### src/design/elg_pkg.sv
// Shared constants for the ElGamal decryption block.
// No dependencies; imported by elgamal_decrypt.
package elg_pkg;

    // Configuration register indexes
    localparam int CFG_ADDR_W = 2;
    localparam logic [CFG_ADDR_W-1:0] REG_MODULUS  = 2'd0;
    localparam logic [CFG_ADDR_W-1:0] REG_EXPONENT = 2'd1;

    localparam int MODULUS_RESET  = 257;
    localparam int EXPONENT_RESET = 1;

endpackage

### src/design/elgamal_decrypt.sv
// ElGamal decryption: plain = (a^x mod p)^-1 * b mod p, bit-serial datapath.
// Depends on elg_pkg for register indexes and reset values.
//
// Usage: pulse start while busy is low; the result appears on plain_value with
// done high for one cycle and cannot be stalled. A transaction reduces both
// operands, runs a check and a square-and-multiply step for each bit of the
// exponent up to its highest set bit, a check and a restoring division for
// each Euclid step, a fix-up of the inverse and then the final product. All
// arithmetic runs through bit-serial shift-and-add or shift-and-subtract units
// that consume one bit per cycle. A modulus below two gives 0 in the cycle after start.
// The user must write configuration only while busy is low; the block does
// not enforce this. cfg_ready is always high.
module elgamal_decrypt
    import elg_pkg::*;
#(
    parameter int WIDTH = 16
)
(
    input  logic                  clk,
    input  logic                  rst_n,
    input  logic                  start,
    output logic                  busy,
    input  logic [WIDTH-1:0]      cipher_first,
    input  logic [WIDTH-1:0]      cipher_second,
    input  logic                  cfg_valid,
    output logic                  cfg_ready,
    input  logic [CFG_ADDR_W-1:0] cfg_index,
    input  logic [WIDTH-1:0]      cfg_data,
    output logic                  done,
    output logic [WIDTH-1:0]      plain_value
);

    localparam int SW    = WIDTH + 2;
    localparam int CNT_W = $clog2(WIDTH);

    localparam logic [2:0] S_IDLE    = 3'd0;
    localparam logic [2:0] S_RED     = 3'd1;
    localparam logic [2:0] S_POW_CHK = 3'd2;
    localparam logic [2:0] S_POW     = 3'd3;
    localparam logic [2:0] S_EUC_CHK = 3'd4;
    localparam logic [2:0] S_DIV     = 3'd5;
    localparam logic [2:0] S_FIX     = 3'd6;
    localparam logic [2:0] S_MUL     = 3'd7;

    // One step of MSB-first interleaved modular multiplication.
    function automatic logic [WIDTH-1:0] mod_step(
        input logic [WIDTH-1:0] acc,
        input logic             bit_in,
        input logic [WIDTH-1:0] x,
        input logic [WIDTH-1:0] m
    );
        logic [WIDTH+1:0] t;
        logic [WIDTH+1:0] m1;
        logic [WIDTH+1:0] m2;
        begin
            m1 = {2'b00, m};
            m2 = {1'b0, m, 1'b0};
            t  = {1'b0, acc, 1'b0} + (bit_in ? {2'b00, x} : '0);
            if (t >= m2)
            begin
                t = t - m2;
            end
            else if (t >= m1)
            begin
                t = t - m1;
            end
            mod_step = t[WIDTH-1:0];
        end
    endfunction

    logic [2:0]       state_reg, state_next;
    logic [CNT_W-1:0] cnt_reg, cnt_next;
    logic             done_reg, done_next;
    logic [WIDTH-1:0] modulus_reg, exponent_reg;

    logic [WIDTH-1:0] out_reg, out_next;
    logic [WIDTH-1:0] sh_reg, sh_next;
    logic [WIDTH-1:0] sh2_reg, sh2_next;
    logic [WIDTH-1:0] pa_reg, pa_next;
    logic [WIDTH-1:0] pb_reg, pb_next;
    logic [WIDTH-1:0] acc_reg, acc_next;
    logic [WIDTH-1:0] sq_reg, sq_next;
    logic [WIDTH-1:0] bm_reg, bm_next;
    logic [WIDTH-1:0] expo_reg, expo_next;
    logic [WIDTH-1:0] num_reg, num_next;
    logic [WIDTH-1:0] den_reg, den_next;
    logic [WIDTH-1:0] rem_reg, rem_next;
    logic signed [SW-1:0] prev_reg, prev_next;
    logic signed [SW-1:0] cur_reg, cur_next;
    logic signed [SW-1:0] t_reg, t_next;

    logic             msb;
    logic [WIDTH:0]   rem_shift;
    logic             ge;
    logic signed [SW-1:0] p_s;
    logic signed [SW-1:0] fix_v;

    assign busy        = (state_reg != S_IDLE);
    assign cfg_ready   = 1'b1;
    assign done        = done_reg;
    assign plain_value = out_reg;

    assign msb       = sh_reg[WIDTH-1];
    assign rem_shift = {rem_reg, msb};
    assign ge        = (rem_shift >= {1'b0, den_reg});
    assign p_s       = $signed({2'b00, modulus_reg});

    always_comb
    begin
        fix_v = (prev_reg < 0) ? prev_reg + p_s : prev_reg;
        if (fix_v < 0)
        begin
            fix_v = '0;
        end
        if (fix_v >= p_s)
        begin
            fix_v = fix_v - p_s;
        end
    end

    always_comb
    begin
        state_next = state_reg;
        cnt_next   = cnt_reg - 1'b1;
        done_next  = 1'b0;
        out_next   = out_reg;
        sh_next    = {sh_reg[WIDTH-2:0], 1'b0};
        sh2_next   = {sh2_reg[WIDTH-2:0], 1'b0};
        pa_next    = pa_reg;
        pb_next    = pb_reg;
        acc_next   = acc_reg;
        sq_next    = sq_reg;
        bm_next    = bm_reg;
        expo_next  = expo_reg;
        num_next   = num_reg;
        den_next   = den_reg;
        rem_next   = rem_reg;
        prev_next  = prev_reg;
        cur_next   = cur_reg;
        t_next     = t_reg;

        case (state_reg)
            S_IDLE:
            begin
                cnt_next = cnt_reg;
                if (start)
                begin
                    if (modulus_reg < WIDTH'(2))
                    begin
                        out_next  = '0;
                        done_next = 1'b1;
                    end
                    else
                    begin
                        sh_next    = cipher_first;
                        sh2_next   = cipher_second;
                        pa_next    = '0;
                        pb_next    = '0;
                        expo_next  = exponent_reg;
                        cnt_next   = CNT_W'(WIDTH - 1);
                        state_next = S_RED;
                    end
                end
            end
            S_RED:
            begin
                pa_next = mod_step(pa_reg, msb, WIDTH'(1), modulus_reg);
                pb_next = mod_step(pb_reg, sh2_reg[WIDTH-1], WIDTH'(1), modulus_reg);
                if (cnt_reg == '0)
                begin
                    sq_next    = pa_next;
                    bm_next    = pb_next;
                    acc_next   = WIDTH'(1);
                    state_next = S_POW_CHK;
                end
            end
            S_POW_CHK:
            begin
                if (expo_reg == '0)
                begin
                    num_next   = acc_reg;
                    den_next   = modulus_reg;
                    prev_next  = SW'(1);
                    cur_next   = '0;
                    state_next = S_EUC_CHK;
                end
                else
                begin
                    sh_next    = sq_reg;
                    pa_next    = '0;
                    pb_next    = '0;
                    cnt_next   = CNT_W'(WIDTH - 1);
                    state_next = S_POW;
                end
            end
            S_POW:
            begin
                // acc * sq and sq * sq share the multiplier bits of sq
                pa_next = mod_step(pa_reg, msb, acc_reg, modulus_reg);
                pb_next = mod_step(pb_reg, msb, sq_reg, modulus_reg);
                if (cnt_reg == '0)
                begin
                    if (expo_reg[0])
                    begin
                        acc_next = pa_next;
                    end
                    sq_next    = pb_next;
                    expo_next  = {1'b0, expo_reg[WIDTH-1:1]};
                    state_next = S_POW_CHK;
                end
            end
            S_EUC_CHK:
            begin
                if (den_reg == '0)
                begin
                    state_next = S_FIX;
                end
                else
                begin
                    sh_next    = num_reg;
                    rem_next   = '0;
                    t_next     = '0;
                    cnt_next   = CNT_W'(WIDTH - 1);
                    state_next = S_DIV;
                end
            end
            S_DIV:
            begin
                // restoring division; accumulate quotient * cur alongside
                rem_next = ge ? WIDTH'(rem_shift - {1'b0, den_reg}) : rem_shift[WIDTH-1:0];
                t_next   = (t_reg <<< 1) + (ge ? cur_reg : SW'(0));
                if (cnt_reg == '0)
                begin
                    num_next   = den_reg;
                    den_next   = rem_next;
                    prev_next  = cur_reg;
                    cur_next   = prev_reg - t_next;
                    state_next = S_EUC_CHK;
                end
            end
            S_FIX:
            begin
                sh_next    = fix_v[WIDTH-1:0];
                pa_next    = '0;
                cnt_next   = CNT_W'(WIDTH - 1);
                state_next = S_MUL;
            end
            S_MUL:
            begin
                pa_next = mod_step(pa_reg, msb, bm_reg, modulus_reg);
                if (cnt_reg == '0)
                begin
                    out_next   = pa_next;
                    done_next  = 1'b1;
                    state_next = S_IDLE;
                end
            end
            default:
            begin
                state_next = S_IDLE;
            end
        endcase
    end

    always_ff @(posedge clk or negedge rst_n)
    begin
        if (!rst_n)
        begin
            state_reg    <= S_IDLE;
            cnt_reg      <= '0;
            done_reg     <= 1'b0;
            modulus_reg  <= WIDTH'(MODULUS_RESET);
            exponent_reg <= WIDTH'(EXPONENT_RESET);
        end
        else
        begin
            state_reg <= state_next;
            cnt_reg   <= cnt_next;
            done_reg  <= done_next;
            if (cfg_valid && cfg_ready)
            begin
                if (cfg_index == REG_MODULUS)
                begin
                    modulus_reg <= cfg_data;
                end
                else if (cfg_index == REG_EXPONENT)
                begin
                    exponent_reg <= cfg_data;
                end
            end
        end
    end

    always_ff @(posedge clk)
    begin
        out_reg  <= out_next;
        sh_reg   <= sh_next;
        sh2_reg  <= sh2_next;
        pa_reg   <= pa_next;
        pb_reg   <= pb_next;
        acc_reg  <= acc_next;
        sq_reg   <= sq_next;
        bm_reg   <= bm_next;
        expo_reg <= expo_next;
        num_reg  <= num_next;
        den_reg  <= den_next;
        rem_reg  <= rem_next;
        prev_reg <= prev_next;
        cur_reg  <= cur_next;
        t_reg    <= t_next;
    end

`ifndef NO_ASSERTIONS
    a_done_idle: assert property (@(posedge clk) disable iff (!rst_n)
        done |-> !busy)
        else $error("result strobe while busy");

    a_result_range: assert property (@(posedge clk) disable iff (!rst_n)
        done |-> (plain_value < modulus_reg) || (plain_value == '0))
        else $error("result not reduced");

    a_start_busy: assert property (@(posedge clk) disable iff (!rst_n)
        (start && !busy && (modulus_reg >= WIDTH'(2))) |=> busy)
        else $error("accepted transaction did not start");

    a_rem_below_den: assert property (@(posedge clk) disable iff (!rst_n)
        (state_reg == S_DIV) |-> (rem_reg < den_reg))
        else $error("division remainder out of range");
`endif

endmodule
### config.mk
export PLATFORM = sky130hd
export DESIGN_NAME = elgamal_decrypt
export DESIGN_NICKNAME = d
export VERILOG_FILES = /design/src/design/elg_pkg.sv /design/src/design/elgamal_decrypt.sv
export SDC_FILE = /design/constraint.sdc
export NUM_CORES = 1
export LEC_CHECK = 0
export ABC_AREA = 1
export BUFFER_PORTS_ARGS = -buffer_cell sky130_fd_sc_hd__buf_2
export CORE_ASPECT_RATIO = 1.75
export CORE_MARGIN = 5
export CORE_UTILIZATION = 50
export CTS_CLUSTER_SIZE = 40
export DETAILED_ROUTE_END_ITERATION = 12
export PLACE_DENSITY = 0.66
export SETUP_SLACK_MARGIN = 0.1
export SLEW_MARGIN = 20
export SYNTH_ARGS = -nofsm -noshare
export SYNTH_HDL_FRONTEND = slang
export SYNTH_SLANG_ARGS = --single-unit
export TNS_END_PERCENT = 10
### constraint.sdc
create_clock -name clk -period 7.64 [get_ports clk]
set_input_delay 0.382 -clock clk [delete_from_list [all_inputs] [get_ports clk]]
set_output_delay 0.382 -clock clk [all_outputs]
set_load 0.02 [all_outputs]
==> results.toml <==
[layout]
stdcell_area_mm2 = 0.02941
mostFrequentLayoutCells = "nand2_1 (838), inv_1 (521), a21oi_1 (294)"
final_cells = 4477
diodes = 0
multi_input_area_mm2 = 0.01685
regArea_mm2 = 0.008043
final_layout_size_suffix_gt1_share_pct = 7.209
nets = 4120
final_common_cell = "nand2_1"
fillers = 5327
syn_to_final_growth_pct = 8.178

[grt]
antenna_found_initial = 2
grt_pass1_vias = 25723
grt_pass1_wl_mm = 143.1
grt-ovfl-total = 0
grtUsageTotal_pct = 31.34
grt_max_degree = 78

[cts]
cts_made_buffers = 29
root_buffer = "clkbuf_16"
clock_latency_ns = 0.60
cts_tree = "yes"
cts.path.max_buffers = 3
cts_setup_buffers = 0
htreeDepth = 1
cts.sinks = 285
cts.clk_slew.worst_paths_ns = 0.07

[detailed_routing]
wl_met2_mm = 47.19
antenna_left = 0
wl_met3_mm = 5.074
routed_via_density = 5.820
highest_layer = "met5"
drcViolationCount = 0
vias = 26057
drt_wl_total_mm = 95.05
drtPass1Iterations = 7
drt-met1-wl_mm = 32.30
drt-wirelength-per-cell_um = 21.23
drt_iter0_drc = 1788

[floorplan]
initial_core_util_pct = 50.21
dieHeight_um = 318.5
die_x_um = 186.3
pin_count = 73
coreArea_mm2 = 0.05415
num_rows = 113
dieArea_mm2 = 0.05932

[setup_path]
path_max_fanout = 36
endpoint_kind = "flip-flop"
critPathMostFrequentCell = "nand2_1"
crit_arrival_ns = 5.92
slowest_stage = "dfxtp_2"
startpoint_type = "flip-flop"
max_stage_delay_ns = 0.48
cp_num_buf_inv = 3
critPathTopFamily = "simple AND/OR/NAND/NOR gates"
required_ns = 7.98
worstSetupPathType = "reg -> reg"

[yosys]
avgSynthCellArea_um2 = 7.346
ys_warn_count = 0
syn_area_mm2 = 0.02719
synth_nets = 4057
synthDistinctLibCells = 65
seq_area_frac_synth_pct = 29.58
synth-edff-count = 213
ys_seq_elements = 285
synth_top_flop_cell = "edfxtp_1"
synthArstFlopShare_pct = 14.04
synthCells = 3701

[outcome]
status = "finished, final reports clean"

[place]
dp.cells = 4419
dp_hpwl_mm = 74.93
numPortBuffers = 71
routabilityCongestion = 1.036
dpl-instance-area_mm2 = 0.02839

[timing]
final.setup.tns_ns = 0
fin_crit_ns = 5.574
finalSetupViolCount = 0
timing.final.crit_share_pct = 72.96
slew_violations = 0
worst_pin_slew_ns = 1.211
hold-worst-slack_ns = 0.02648
finClkSkew_ns = 0.02142
finalHoldViolCount = 0
slew_headroom_pct = 19.20
rsz0062_at_grt = "false"
fmax_ghz = 0.1794

[worst_hold_path]
min_path_type = "in -> reg"

[run]
drv_cap = 0
[metrics by stage]
step,setup WS (ns),util [%]
2_1_floorplan,0.8199,-
3_3_place_gp,2.261,52.44
3_5_place_dp,2.127,52.44
4_1_cts,2.090,54.27
5_1_grt,1.527,54.32
6_report,2.066,54.32
[cell usage after synthesis (14+ instances only)]
cell type	instances	area share, %
a31oi_1	34	0.78
nand2_1	838	12
nor2_1	255	3.5
a21o_1	21	0.58
dfxtp_1	32	2.4
nor3_1	47	0.87
o22ai_1	15	0.35
ha_1	284	13
mux2_2	15	0.62
a21oi_1	295	5.4
dfrtp_1	37	3.4
a211oi_1	20	0.55
o21ai_0	256	4.7
clkbuf_1	54	0.75
inv_1	522	7.2
xnor2_1	74	2.4
o21ai_1	17	0.31
edfxtp_1	213	24
fa_1	18	1.3
nor4_1	20	0.46
or2_2	17	0.39
nand3_1	213	3.9
buf_2	14	0.26
nand4_1	27	0.62
o21bai_1	34	0.94
xor2_1	129	4.2
nand2_2	16	0.37
o21a_1	22	0.61
o211ai_1	31	0.86
[layer usage]
layer  GRT usage, %  vias to the layer above
met5              0                        -
met4          26.32                        4
met3          3.451                      402
met2          55.28                      955
met1          32.35                    12078
li1               -                    12618
[path summary, 6_finish.rpt]
check,slack (ns),start,to,cells past startpoint
max,2.07,sh_reg[15],cur_reg[16],28
min,0.03,cipher_second[3],sh2_reg[3],2
max reg2reg,2.07,sh_reg[15],cur_reg[16],28
min reg2reg,0.45,sh2_reg[5],sh2_reg[6],1
max in group asynchronous,6.55,rst_n,cnt_reg[0],2
min in group asynchronous,0.48,rst_n,exponent_reg[1],2
[what timing repair did]
item,in CTS,in global routing
hold buffers,3,0
setup endpoints to repair,0,0
hold endpoints to repair,39,0
resized for setup,0,0
[layout make-up]
type | instances | area share [%]
Multi-Input combinational cell | 2800 | 57.29
Sequential cell | 285 | 27.34
Inverter | 535 | 6.828
Tap cell | 690 | 2.935
Clock buffer | 37 | 2.884
Timing Repair Buffer | 113 | 2.331
Clock inverter | 17 | 0.3829
[cells by family after synthesis]
kind of cell	synth area share [%]
buf+inv	8.693
fa+ha+maj	14.39
compound gates	17.04
other cells	0.01379
xor+xnor	6.539
simple gates	22.98
flops	29.58
mux	0.7685
Power is left out: the tool's default activity adds up to more than one toggle a clock period on the data nets, which glitch-free logic cannot reach.
